--- src/rtl/alux_pkg.sv ---
// ----------------------------------------------------------------------------
// alux_pkg
// Shared types, constants and lookup functions for the auto-ranging lux core.
// ----------------------------------------------------------------------------
package alux_pkg;

  // fixed-point format of the lux result
  localparam int unsigned LUX_FRAC_BITS = 4;
  localparam int unsigned LUX_W         = 32;

  // input and register widths
  localparam int unsigned COUNT_W  = 16;
  localparam int unsigned LIMIT_W  = 17;
  localparam int unsigned NUM_W    = 20;   // count * 9
  localparam int unsigned CMP_W    = 30;   // limit compare width
  localparam int unsigned CFG_IDX_W = 2;

  // configuration register indexes
  localparam logic [CFG_IDX_W-1:0] CFG_DARK   = 2'd0;
  localparam logic [CFG_IDX_W-1:0] CFG_BRIGHT = 2'd1;
  localparam logic [CFG_IDX_W-1:0] CFG_LIMIT  = 2'd2;

  // configuration reset values
  localparam logic [COUNT_W-1:0] DARK_RST   = 16'd100;
  localparam logic [COUNT_W-1:0] BRIGHT_RST = 16'd10000;
  localparam logic [LIMIT_W-1:0] LIMIT_RST  = 17'd1000;

  // gain codes
  localparam logic [1:0] GAIN_X1   = 2'd0;
  localparam logic [1:0] GAIN_X2   = 2'd1;
  localparam logic [1:0] GAIN_X1_8 = 2'd2;
  localparam logic [1:0] GAIN_X1_4 = 2'd3;

  // integration time index
  localparam logic [2:0] TIME_MAX = 3'd5;
  localparam logic [2:0] TIME_RST = 3'd2;

  // constant divider: (n + 1250) / 2500, four quotient bits a cycle
  localparam int unsigned DIV_W         = 48;
  localparam int unsigned DIV_BITS      = 4;
  localparam int unsigned DIV_STEPS     = DIV_W / DIV_BITS;
  localparam int unsigned DIV_CNT_W     = $clog2(DIV_STEPS + 1);
  localparam int unsigned REM_W         = 12;
  localparam logic [REM_W:0] DIVISOR    = 13'd2500;
  localparam logic [DIV_W-1:0] DIV_BIAS = 48'd1250;
  localparam logic [CMP_W-1:0] LIMIT_SCALE = 30'd2500;

  // polynomial correction in q24
  localparam logic [4:0] CORR_SHIFT  = 5'd15;
  localparam logic [4:0] PLAIN_SHIFT = 5'(LUX_FRAC_BITS);
  localparam int unsigned ROUND_SH   = 24 - LUX_FRAC_BITS;
  localparam logic [63:0] ROUND_HALF = 64'd1 << (ROUND_SH - 1);
  localparam logic [63:0] MUL_HALF   = 64'h0000_0000_8000_0000;
  localparam int unsigned POLY_STEPS = 4;

  localparam logic signed [63:0] COEF_D4 = 64'sd2977740970497054;
  localparam logic signed [63:0] COEF_D3 = 64'sd354834839629639;
  localparam logic signed [63:0] COEF_D2 = 64'sd23487316891851;
  localparam logic signed [63:0] COEF_D1 = 64'sd2204081009040;

  // controller to datapath commands
  typedef struct packed {
    logic       capture;
    logic       range;
    logic       limit;
    logic       div_start;
    logic       poly_init;
    logic       abs;
    logic       mul_lo;
    logic       mul_hi;
    logic       mul_add;
    logic [1:0] step;
    logic       finish;
    logic       out_load;
  } cmd_t;

  // datapath to controller status
  typedef struct packed {
    logic changed;
    logic corr;
    logic div_busy;
  } sts_t;

  // constant added after each horner multiply
  function automatic logic signed [63:0] coef_add(input logic [1:0] step);
    logic signed [63:0] c;
    unique case (step)
      2'd0:    c = -COEF_D3;
      2'd1:    c = COEF_D2;
      2'd2:    c = COEF_D1;
      default: c = 64'sd0;
    endcase
    return c;
  endfunction

  // gain contribution to the resolution exponent
  function automatic logic [2:0] gain_shift(input logic [1:0] g);
    logic [2:0] s;
    unique case (g)
      GAIN_X1:   s = 3'd1;
      GAIN_X2:   s = 3'd0;
      GAIN_X1_8: s = 3'd4;
      default:   s = 3'd3;
    endcase
    return s;
  endfunction

  // sensor code for an integration time index
  function automatic logic [3:0] time_code(input logic [2:0] t);
    logic [3:0] c;
    unique case (t)
      3'd0:    c = 4'hC;
      3'd1:    c = 4'h8;
      3'd2:    c = 4'h0;
      3'd3:    c = 4'h1;
      3'd4:    c = 4'h2;
      default: c = 4'h3;
    endcase
    return c;
  endfunction

  // integration time plus settle margin in ms
  function automatic logic [9:0] wait_time(input logic [2:0] t);
    logic [9:0] w;
    unique case (t)
      3'd0:    w = 10'd35;
      3'd1:    w = 10'd60;
      3'd2:    w = 10'd110;
      3'd3:    w = 10'd210;
      3'd4:    w = 10'd410;
      default: w = 10'd810;
    endcase
    return w;
  endfunction

endpackage

--- src/rtl/alux_div.sv ---
// ----------------------------------------------------------------------------
// alux_div
// Radix-16 restoring divider by the constant 2500 for the lux scaling.
// ----------------------------------------------------------------------------
module alux_div (
  input  logic                       clk_i,
  input  logic                       rst_ni,
  input  logic                       start_i,
  input  logic [alux_pkg::DIV_W-1:0] dividend_i,
  output logic                       busy_o,
  output logic [alux_pkg::DIV_W-1:0] quotient_o
);

  logic [alux_pkg::DIV_W-1:0]     quo_q, quo_d;
  logic [alux_pkg::REM_W-1:0]     rem_q, rem_d;
  logic [alux_pkg::DIV_CNT_W-1:0] cnt_q, cnt_d;

  // four shift-compare-subtract steps per cycle
  always_comb begin
    logic [alux_pkg::REM_W:0]   r;
    logic [alux_pkg::DIV_W-1:0] q;
    r = {1'b0, rem_q};
    q = quo_q;
    for (int j = 0; j < alux_pkg::DIV_BITS; j++) begin
      r = {r[alux_pkg::REM_W-1:0], q[alux_pkg::DIV_W-1]};
      q = {q[alux_pkg::DIV_W-2:0], 1'b0};
      if (r >= alux_pkg::DIVISOR) begin
        r    = r - alux_pkg::DIVISOR;
        q[0] = 1'b1;
      end
    end
    quo_d = q;
    rem_d = r[alux_pkg::REM_W-1:0];
  end

  // step counter
  always_ff @(posedge clk_i or negedge rst_ni) begin
    if (!rst_ni) begin
      cnt_q <= '0;
    end else if (start_i) begin
      cnt_q <= alux_pkg::DIV_CNT_W'(alux_pkg::DIV_STEPS);
    end else if (cnt_q != '0) begin
      cnt_q <= cnt_d;
    end
  end

  assign cnt_d = cnt_q - alux_pkg::DIV_CNT_W'(1);

  // quotient and remainder
  always_ff @(posedge clk_i) begin
    if (start_i) begin
      quo_q <= dividend_i;
      rem_q <= '0;
    end else if (cnt_q != '0) begin
      quo_q <= quo_d;
      rem_q <= rem_d;
    end
  end

  assign busy_o     = (cnt_q != '0);
  assign quotient_o = quo_q;

endmodule

--- src/rtl/alux_dp.sv ---
// ----------------------------------------------------------------------------
// alux_dp
// Datapath: configuration, range state, scaling divider, horner correction
// with one shared 32x32 multiplier, and the output register.
// ----------------------------------------------------------------------------
module alux_dp (
  input  logic                           clk_i,
  input  logic                           rst_ni,
  input  alux_pkg::cmd_t                 cmd_i,
  output alux_pkg::sts_t                 sts_o,
  input  logic                           cfg_we_i,
  input  logic [alux_pkg::CFG_IDX_W-1:0] cfg_index_i,
  input  logic [alux_pkg::LIMIT_W-1:0]   cfg_data_i,
  input  logic [alux_pkg::COUNT_W-1:0]   raw_count_i,
  input  logic                           is_reread_i,
  output logic [alux_pkg::LUX_W-1:0]     lux_value_o,
  output logic                           lux_valid_o,
  output logic [15:0]                    settings_word_o,
  output logic [9:0]                     wait_ms_o,
  output logic [1:0]                     gain_index_o,
  output logic [2:0]                     time_index_o
);

  logic [alux_pkg::COUNT_W-1:0] dark_q, bright_q, count_q;
  logic [alux_pkg::LIMIT_W-1:0] limit_q;
  logic [1:0]                   gain_q, gain_d;
  logic [2:0]                   time_q, time_d, cur_t;
  logic                         reread_q, changed_q, changed_d, corr_q;
  logic [alux_pkg::NUM_W-1:0]   num_q;
  logic [3:0]                   k;
  logic [4:0]                   sh_amt;
  logic [alux_pkg::CMP_W-1:0]   lim_prod, scaled;
  logic [alux_pkg::DIV_W-1:0]   dividend, quotient;
  logic                         div_busy;
  logic [31:0]                  x_q, mul_a;
  logic signed [63:0]           acc_q;
  logic [63:0]                  mag_q, plo_q, r_q, prod, rnd;
  logic                         neg_q;
  logic [alux_pkg::LUX_W-1:0]   lux_q, lux_d;

  // configuration registers
  always_ff @(posedge clk_i or negedge rst_ni) begin
    if (!rst_ni) begin
      dark_q   <= alux_pkg::DARK_RST;
      bright_q <= alux_pkg::BRIGHT_RST;
      limit_q  <= alux_pkg::LIMIT_RST;
    end else if (cfg_we_i) begin
      unique case (cfg_index_i)
        alux_pkg::CFG_DARK:   dark_q   <= cfg_data_i[alux_pkg::COUNT_W-1:0];
        alux_pkg::CFG_BRIGHT: bright_q <= cfg_data_i[alux_pkg::COUNT_W-1:0];
        alux_pkg::CFG_LIMIT:  limit_q  <= cfg_data_i;
        default: ;
      endcase
    end
  end

  assign cur_t = (time_q > alux_pkg::TIME_MAX) ? alux_pkg::TIME_MAX : time_q;

  // auto-range rule, dark test first
  always_comb begin
    gain_d    = gain_q;
    time_d    = time_q;
    changed_d = 1'b0;
    if (!reread_q) begin
      if (count_q < dark_q) begin
        if (cur_t < alux_pkg::TIME_MAX) begin
          time_d    = cur_t + 3'd1;
          changed_d = 1'b1;
        end else if (gain_q == alux_pkg::GAIN_X1) begin
          gain_d    = alux_pkg::GAIN_X2;
          changed_d = 1'b1;
        end
      end else if (count_q > bright_q) begin
        if (cur_t != 3'd0) begin
          time_d    = cur_t - 3'd1;
          changed_d = 1'b1;
        end else if (gain_q != alux_pkg::GAIN_X1_8 && gain_q != alux_pkg::GAIN_X1_4) begin
          gain_d    = alux_pkg::GAIN_X1_8;
          changed_d = 1'b1;
        end
      end
    end
  end

  // range state
  always_ff @(posedge clk_i or negedge rst_ni) begin
    if (!rst_ni) begin
      gain_q <= alux_pkg::GAIN_X1;
      time_q <= alux_pkg::TIME_RST;
    end else if (cmd_i.range) begin
      gain_q <= gain_d;
      time_q <= time_d;
    end
  end

  // resolution exponent and limit test
  assign k        = 4'(alux_pkg::gain_shift(gain_q)) + 4'd5 - 4'(cur_t);
  assign lim_prod = alux_pkg::CMP_W'(limit_q) * alux_pkg::LIMIT_SCALE;
  assign scaled   = alux_pkg::CMP_W'(num_q) << k;

  // divider operand
  assign sh_amt   = 5'(k) + (corr_q ? alux_pkg::CORR_SHIFT : alux_pkg::PLAIN_SHIFT);
  assign dividend = (alux_pkg::DIV_W'(num_q) << sh_amt) + alux_pkg::DIV_BIAS;

  alux_div u_div (
    .clk_i      (clk_i),
    .rst_ni     (rst_ni),
    .start_i    (cmd_i.div_start),
    .dividend_i (dividend),
    .busy_o     (div_busy),
    .quotient_o (quotient)
  );

  // item capture, range flag, correction flag
  always_ff @(posedge clk_i) begin
    if (cmd_i.capture) begin
      count_q  <= raw_count_i;
      reread_q <= is_reread_i;
      num_q    <= (alux_pkg::NUM_W'(raw_count_i) << 3) + alux_pkg::NUM_W'(raw_count_i);
    end
    if (cmd_i.range) begin
      changed_q <= changed_d;
    end
    if (cmd_i.limit) begin
      corr_q <= (scaled > lim_prod);
    end
  end

  // shared multiplier on one 32-bit half of the magnitude
  assign mul_a = cmd_i.mul_hi ? mag_q[63:32] : mag_q[31:0];
  assign prod  = 64'(mul_a) * 64'(x_q);

  // horner evaluation
  always_ff @(posedge clk_i) begin
    if (cmd_i.poly_init) begin
      acc_q <= alux_pkg::COEF_D4;
      x_q   <= quotient[31:0];
    end
    if (cmd_i.abs) begin
      neg_q <= acc_q[63];
      mag_q <= acc_q[63] ? 64'(-acc_q) : 64'(acc_q);
    end
    if (cmd_i.mul_lo) begin
      plo_q <= prod;
    end
    if (cmd_i.mul_hi) begin
      r_q <= prod + ((plo_q + alux_pkg::MUL_HALF) >> 32);
    end
    if (cmd_i.mul_add) begin
      acc_q <= (neg_q ? -$signed(r_q) : $signed(r_q)) + alux_pkg::coef_add(cmd_i.step);
    end
  end

  // rounding and saturation
  assign rnd = 64'(acc_q) + alux_pkg::ROUND_HALF;

  always_comb begin
    logic [63:0] shifted;
    shifted = rnd >> alux_pkg::ROUND_SH;
    if (corr_q) begin
      if (acc_q <= 64'sd0) begin
        lux_d = '0;
      end else if (shifted[63:alux_pkg::LUX_W] != '0) begin
        lux_d = '1;
      end else begin
        lux_d = shifted[alux_pkg::LUX_W-1:0];
      end
    end else if (quotient[alux_pkg::DIV_W-1:alux_pkg::LUX_W] != '0) begin
      lux_d = '1;
    end else begin
      lux_d = quotient[alux_pkg::LUX_W-1:0];
    end
  end

  always_ff @(posedge clk_i) begin
    if (cmd_i.finish) begin
      lux_q <= lux_d;
    end
  end

  // output register
  always_ff @(posedge clk_i) begin
    if (cmd_i.out_load) begin
      lux_value_o     <= changed_q ? '0 : lux_q;
      lux_valid_o     <= !changed_q;
      settings_word_o <= {3'b000, gain_q, 1'b0, alux_pkg::time_code(cur_t), 6'b000000};
      wait_ms_o       <= alux_pkg::wait_time(cur_t);
      gain_index_o    <= gain_q;
      time_index_o    <= cur_t;
    end
  end

  assign sts_o.changed  = changed_q;
  assign sts_o.corr     = corr_q;
  assign sts_o.div_busy = div_busy;

endmodule

--- src/rtl/alux_ctrl.sv ---
// ----------------------------------------------------------------------------
// alux_ctrl
// Sequencer: walks one item through range update, scaling division,
// polynomial correction and hand-off to the output register.
// ----------------------------------------------------------------------------
module alux_ctrl (
  input  logic           clk_i,
  input  logic           rst_ni,
  input  logic           in_valid_i,
  output logic           in_stall_o,
  output logic           out_valid_o,
  input  logic           out_stall_i,
  input  alux_pkg::sts_t sts_i,
  output alux_pkg::cmd_t cmd_o
);

  typedef enum logic [3:0] {
    S_IDLE,
    S_RANGE,
    S_CHECK,
    S_DSTART,
    S_DIV,
    S_ABS,
    S_MLO,
    S_MHI,
    S_ADD,
    S_FIN,
    S_DONE
  } state_e;

  state_e     state_q, state_d;
  logic [1:0] step_q, step_d;
  logic       out_valid_q, out_valid_d;

  // next state and commands
  always_comb begin
    state_d     = state_q;
    step_d      = step_q;
    out_valid_d = (out_valid_q && !out_stall_i) ? 1'b0 : out_valid_q;
    cmd_o       = '0;
    cmd_o.step  = step_q;
    unique case (state_q)
      S_IDLE: begin
        if (in_valid_i) begin
          cmd_o.capture = 1'b1;
          state_d       = S_RANGE;
        end
      end
      S_RANGE: begin
        cmd_o.range = 1'b1;
        state_d     = S_CHECK;
      end
      S_CHECK: begin
        if (sts_i.changed) begin
          state_d = S_DONE;
        end else begin
          cmd_o.limit = 1'b1;
          state_d     = S_DSTART;
        end
      end
      S_DSTART: begin
        cmd_o.div_start = 1'b1;
        state_d         = S_DIV;
      end
      S_DIV: begin
        if (!sts_i.div_busy) begin
          if (sts_i.corr) begin
            cmd_o.poly_init = 1'b1;
            step_d          = '0;
            state_d         = S_ABS;
          end else begin
            state_d = S_FIN;
          end
        end
      end
      S_ABS: begin
        cmd_o.abs = 1'b1;
        state_d   = S_MLO;
      end
      S_MLO: begin
        cmd_o.mul_lo = 1'b1;
        state_d      = S_MHI;
      end
      S_MHI: begin
        cmd_o.mul_hi = 1'b1;
        state_d      = S_ADD;
      end
      S_ADD: begin
        cmd_o.mul_add = 1'b1;
        if (step_q == 2'(alux_pkg::POLY_STEPS - 1)) begin
          state_d = S_FIN;
        end else begin
          step_d  = step_q + 2'd1;
          state_d = S_ABS;
        end
      end
      S_FIN: begin
        cmd_o.finish = 1'b1;
        state_d      = S_DONE;
      end
      S_DONE: begin
        if (!out_valid_q || !out_stall_i) begin
          cmd_o.out_load = 1'b1;
          out_valid_d    = 1'b1;
          state_d        = S_IDLE;
        end
      end
      default: state_d = S_IDLE;
    endcase
  end

  // state and registered outputs
  always_ff @(posedge clk_i or negedge rst_ni) begin
    if (!rst_ni) begin
      state_q     <= S_IDLE;
      step_q      <= '0;
      out_valid_q <= 1'b0;
    end else begin
      state_q     <= state_d;
      step_q      <= step_d;
      out_valid_q <= out_valid_d;
    end
  end

  assign in_stall_o  = (state_q != S_IDLE);
  assign out_valid_o = out_valid_q;

endmodule

--- src/rtl/ambient_light_autorange_lux_core.sv ---
// ----------------------------------------------------------------------------
// ambient_light_autorange_lux_core
// Auto-ranging lux converter: keeps gain and integration time, steps the
// range on dark or bright counts and turns counts into 28.4 fixed-point lux.
// ----------------------------------------------------------------------------
//  channel   handshake                   payload
//  input     in_valid_i / in_stall_o     raw_count_i, is_reread_i
//  output    out_valid_o / out_stall_i   lux_value_o, lux_valid_o, settings_word_o,
//                                        wait_ms_o, gain_index_o, time_index_o
//  config    cfg_valid_i / cfg_ready_o   cfg_index_i, cfg_data_i
//
//  A discarded item skips the divider; a plain conversion runs the radix-16
//  divider by 2500, and a corrected one adds four horner steps on the one
//  shared 32x32 multiplier. One item is in flight; the next is taken while
//  its result waits in the output register. Reset sets gain x1, time 100 ms
//  and default thresholds.
// ----------------------------------------------------------------------------
module ambient_light_autorange_lux_core (
  input  logic                           clk_i,
  input  logic                           rst_ni,
  input  logic                           in_valid_i,
  output logic                           in_stall_o,
  input  logic [alux_pkg::COUNT_W-1:0]   raw_count_i,
  input  logic                           is_reread_i,
  output logic                           out_valid_o,
  input  logic                           out_stall_i,
  output logic [alux_pkg::LUX_W-1:0]     lux_value_o,
  output logic                           lux_valid_o,
  output logic [15:0]                    settings_word_o,
  output logic [9:0]                     wait_ms_o,
  output logic [1:0]                     gain_index_o,
  output logic [2:0]                     time_index_o,
  input  logic                           cfg_valid_i,
  output logic                           cfg_ready_o,
  input  logic [alux_pkg::CFG_IDX_W-1:0] cfg_index_i,
  input  logic [alux_pkg::LIMIT_W-1:0]   cfg_data_i
);

  alux_pkg::cmd_t cmd;
  alux_pkg::sts_t sts;

  // registers are always writable
  assign cfg_ready_o = 1'b1;

  alux_ctrl u_ctrl (
    .clk_i       (clk_i),
    .rst_ni      (rst_ni),
    .in_valid_i  (in_valid_i),
    .in_stall_o  (in_stall_o),
    .out_valid_o (out_valid_o),
    .out_stall_i (out_stall_i),
    .sts_i       (sts),
    .cmd_o       (cmd)
  );

  alux_dp u_dp (
    .clk_i           (clk_i),
    .rst_ni          (rst_ni),
    .cmd_i           (cmd),
    .sts_o           (sts),
    .cfg_we_i        (cfg_valid_i & cfg_ready_o),
    .cfg_index_i     (cfg_index_i),
    .cfg_data_i      (cfg_data_i),
    .raw_count_i     (raw_count_i),
    .is_reread_i     (is_reread_i),
    .lux_value_o     (lux_value_o),
    .lux_valid_o     (lux_valid_o),
    .settings_word_o (settings_word_o),
    .wait_ms_o       (wait_ms_o),
    .gain_index_o    (gain_index_o),
    .time_index_o    (time_index_o)
  );

endmodule
--- config.mk ---
export PLATFORM = sky130hd
export DESIGN_NAME = ambient_light_autorange_lux_core
export DESIGN_NICKNAME = d
export VERILOG_FILES = /design/src/rtl/alux_pkg.sv /design/src/rtl/alux_div.sv /design/src/rtl/alux_dp.sv /design/src/rtl/alux_ctrl.sv /design/src/rtl/ambient_light_autorange_lux_core.sv
export SDC_FILE = /design/constraint.sdc
export NUM_CORES = 2
export LEC_CHECK = 0
export CORE_MARGIN = 4
export CORE_UTILIZATION = 65
export DETAILED_ROUTE_END_ITERATION = 16
export DONT_BUFFER_PORTS = 1
export PLACE_DENSITY = 0.93
export SYNTH_ARGS = -nofsm -noshare
export SYNTH_HDL_FRONTEND = slang
export SYNTH_SLANG_ARGS = --single-unit
--- constraint.sdc ---
create_clock -name clk_i -period 20 [get_ports clk_i]
set_input_delay 2 -clock clk_i [delete_from_list [all_inputs] [get_ports clk_i]]
set_output_delay 2 -clock clk_i [all_outputs]
set_load 0.02 [all_outputs]
==> summary.txt <==
Setup path
  – CP Max Fanout: between 60 and 70
  – Req. time, crit path: just over 20 ns
  – CP endpoint kind: register
  – Critical Path AT: roughly 14 ns
  – Crit path top cell by count: fa_1
  – Critical Path Start Type: register
  – Slowest CP cell: nor4b_1
  – Highest cell delay on the worst timing path: approximately 1.1 ns
  – WS Path Type: register to register

Global route
  – Initial antenna violation count: 4
  – Global Route Usage Sum: 34.8%
  – Total grt overflow: 0
  – Largest net degree at the start of global routing: 86
  – First-pass GRT wire length: around 310 mm
  – Vias in the first global route: slightly below 60,000

Cells and area
  – Share of layout cells above drive strength 1: under 10%
  – Final Net Count: between 8,000 and 9,000
  – Most common cell after layout, fill and taps aside: inv_1
  – Most frequent cells in the layout: inv_1 (1,179), fa_1 (939), nand2_1 (843)
  – Synth-to-layout area growth: 4.05%
  – Fin area: 72,200 sq um

Clock tree
  – Clock sink count: 500
  – H-tree levels: 2
  – Setup Fix Bufs, Post-CTS: 0
  – Root Driver: clkbuf_16
  – Num CTS Buffers: 47
  – CTS tree: yes
  – Skew-Pair Late Insertion Delay: 0.63 ns
  – Cts hold-fix bufs: 0
  – Clk slew on worst S/H paths: approximately 0.070 ns
  – Clock buffer depth: 3
  – CTS resizes: 0

Placement
  – HPWL after DPL: ~150 mm
  – Port Buffer Count: 0
  – Dpl cell area: around 71,000 sq um
  – Placer congestion estimate: roughly 1.0

Floorplanning
  – Die width: approximately 330 microns
  – Initial Util: ~66%
  – Die area: between 100,000 and 150,000 sq um
  – Die Height: approximately 330 microns
  – Core Rows: 119
  – Ports: between 100 and 150
  – Core area: 106,000 sq um

STA
  – Final Cycle Share: about two thirds
  – Final setup vio count: 0
  – Slew headroom: approximately 5.5%
  – Fin Setup TNS: 0 ns
  – Worst-Margin Slew: approximately 1.4 ns
  – Slew Viols, Final: 0
  – Max Clock Skew: roughly 0.026 ns
  – Fmax: 0.0741 GHz
  – Min cycle time layout: 13.49 ns
  – Final Hold Fails: 0
  – Worst hold slack: slightly below 0.5 ns
  – RSZ-0062 raised after global routing: false

Min path
  – Worst hold path class: register to register

Synth
  – Sequential fraction of the synthesis area: between 20% and 30%
  – Cells after synthesis: between 7,000 and 8,000
  – Avg Cell Area, Syn: between 9 and 10 sq um
  – Top_reg_cell synth: edfxtp_1
  – Asr flop ratio synth: around an eighth
  – Synth Warn #: 0
  – Count of cell types in the netlist: 94
  – Seq cells post-synth: 500
  – Number of enable flip-flop cells after synthesis: between 400 and 500
  – Synthesized cell area: between 60,000 and 70,000 sq um

Run
  – Max_cap viols: 0

Route
  – Antenna-violating nets left: 0
  – Vias/cell: around 6.4
  – Initial DRC Count: 6,222
  – Vias: 54,891
  – Initial DRT Pass Iterations: 9
  – Wirelength per Cell: 22.5 microns
  – DRC viols: 0
  – WL final: a little under 200 mm

Run status
  – Run status: complete, no violations
[worst max-delay path: cells and delay by family, from the launching register on]
family | cells | cell delay [ns]
AND/OR/NAND/NOR | 12 | 4.08
flip-flops | 1 | 0.60
adder cells (fa/ha/maj) | 10 | 4.90
XOR/XNOR | 2 | 0.28
AO/OA/AOI/OAI | 7 | 1.54
buffers and inverters | 7 | 1.75
[sequential cells by signal (all words and copies together), names as in the netlist, 16 cells and up]
register               flops
u_dp.acc_q                64
u_dp.bright_q             16
u_dp.count_q              16
u_dp.dark_q               16
u_dp.limit_q              17
u_dp.lux_q                32
u_dp.lux_value_o          32
u_dp.mag_q                64
u_dp.num_q                17
u_dp.plo_q                33
u_dp.r_q                  64
u_dp.u_div.quotient_o     48
u_dp.x_q                  32
[final cells by class]
cell class / instances / area (sq um)
Antenna cell: 2 / 5.00
Timing Repair Buffer: 89 / 688
Clock inverter: 38 / 472
Multi-Input combinational cell: 5392 / 49100
Fill cell: 7033 / 33400
Inverter: 1182 / 4440
Tap cell: 1391 / 1740
Clock buffer: 50 / 1190
Sequential cell: 500 / 14600
[Yosys cell counts, types with 10 or more instances]
master	n	area [sq um]
inv_1	1180	4430
fa_1	939	18800
nand2_1	844	3170
and2_1	635	3970
ha_1	525	6570
edfxtp_1	423	12700
xnor2_1	334	2930
o21ai_0	321	1610
clkbuf_1	318	1190
nor2_1	293	1100
a21oi_1	230	1150
nand3_1	102	510
xor2_1	102	893
a21o_1	96	721
nor3_1	79	395
nor2b_1	76	475
mux2_2	58	653
nand4_1	56	350
nand2b_1	54	338
o31ai_1	54	405
dfrtp_1	50	1250
mux2i_1	49	490
or3_1	49	307
and3_1	42	263
o21a_1	40	300
a31oi_1	30	188
a211oi_1	29	218
nor4_1	29	181
o21bai_1	27	203
or2_2	27	169
mux4_2	21	473
and4_1	18	158
buf_4	17	128
or4_1	17	128
o41ai_1	16	140
dfstp_2	15	394
o211ai_1	13	97.6
dfxtp_1	12	240
a21boi_0	11	82.6
o211a_1	11	110
o22ai_1	11	68.8
buf_1	10	37.5
[per-layer routing]
metal / track usage (%) / vias to the layer above / wire length, microns
met2: 58.1 / 3712 / 92600
met5: 0 / - / 13
met4: 17.4 / 2 / 11200
met1: 43.9 / 26834 / 68400
met3: 6.61 / 884 / 22200
li1: - / 23459 / -
[logic make-up after synthesis]
logic type	share of synthesized area, %
AO/OA/AOI/OAI	9.03
XOR/XNOR	5.53
adder cells (fa/ha/maj)	36.6
buffers and inverters	8.40
flip-flops	21.0
multiplexers	2.37
other	0.0108
AND/OR/NAND/NOR	17.1
[final timing paths]
| check | startpoint | end | slack, ns | cells after the start |
|---|---|---|---|---|
| max | u_ctrl.state_q[2] | u_dp.r_q[61] | 6.51 | 38 |
| min | u_dp.u_div.quotient_o[4] | u_dp.x_q[4] | 0.49 | 0 |
| max reg2reg | u_ctrl.state_q[2] | u_dp.r_q[61] | 6.51 | 38 |
| min reg2reg | u_dp.u_div.quotient_o[4] | u_dp.x_q[4] | 0.49 | 0 |
| max in group asynchronous | rst_ni | u_dp.dark_q[2] | 18.74 | 0 |
| min in group asynchronous | rst_ni | u_dp.dark_q[11] | 1.07 | 0 |
[through the flow]
| stage | cells | worst slack, ns | util [%] |
|---|---|---|---|
| finish | 8644 | 6.51 | 68.4 |
| global route | 8643 | 5.96 | 68.4 |
| CTS | 8641 | 6.74 | 68.4 |
| detailed placement | 8553 | 6.90 | 66.8 |
| global placement | 8553 | 7.36 | 66.8 |
| floorplan | 7424 | 8.25 | - |
Power is not shown: default switching activity piles up to over one toggle a cycle in this logic, so the estimate is an artifact.
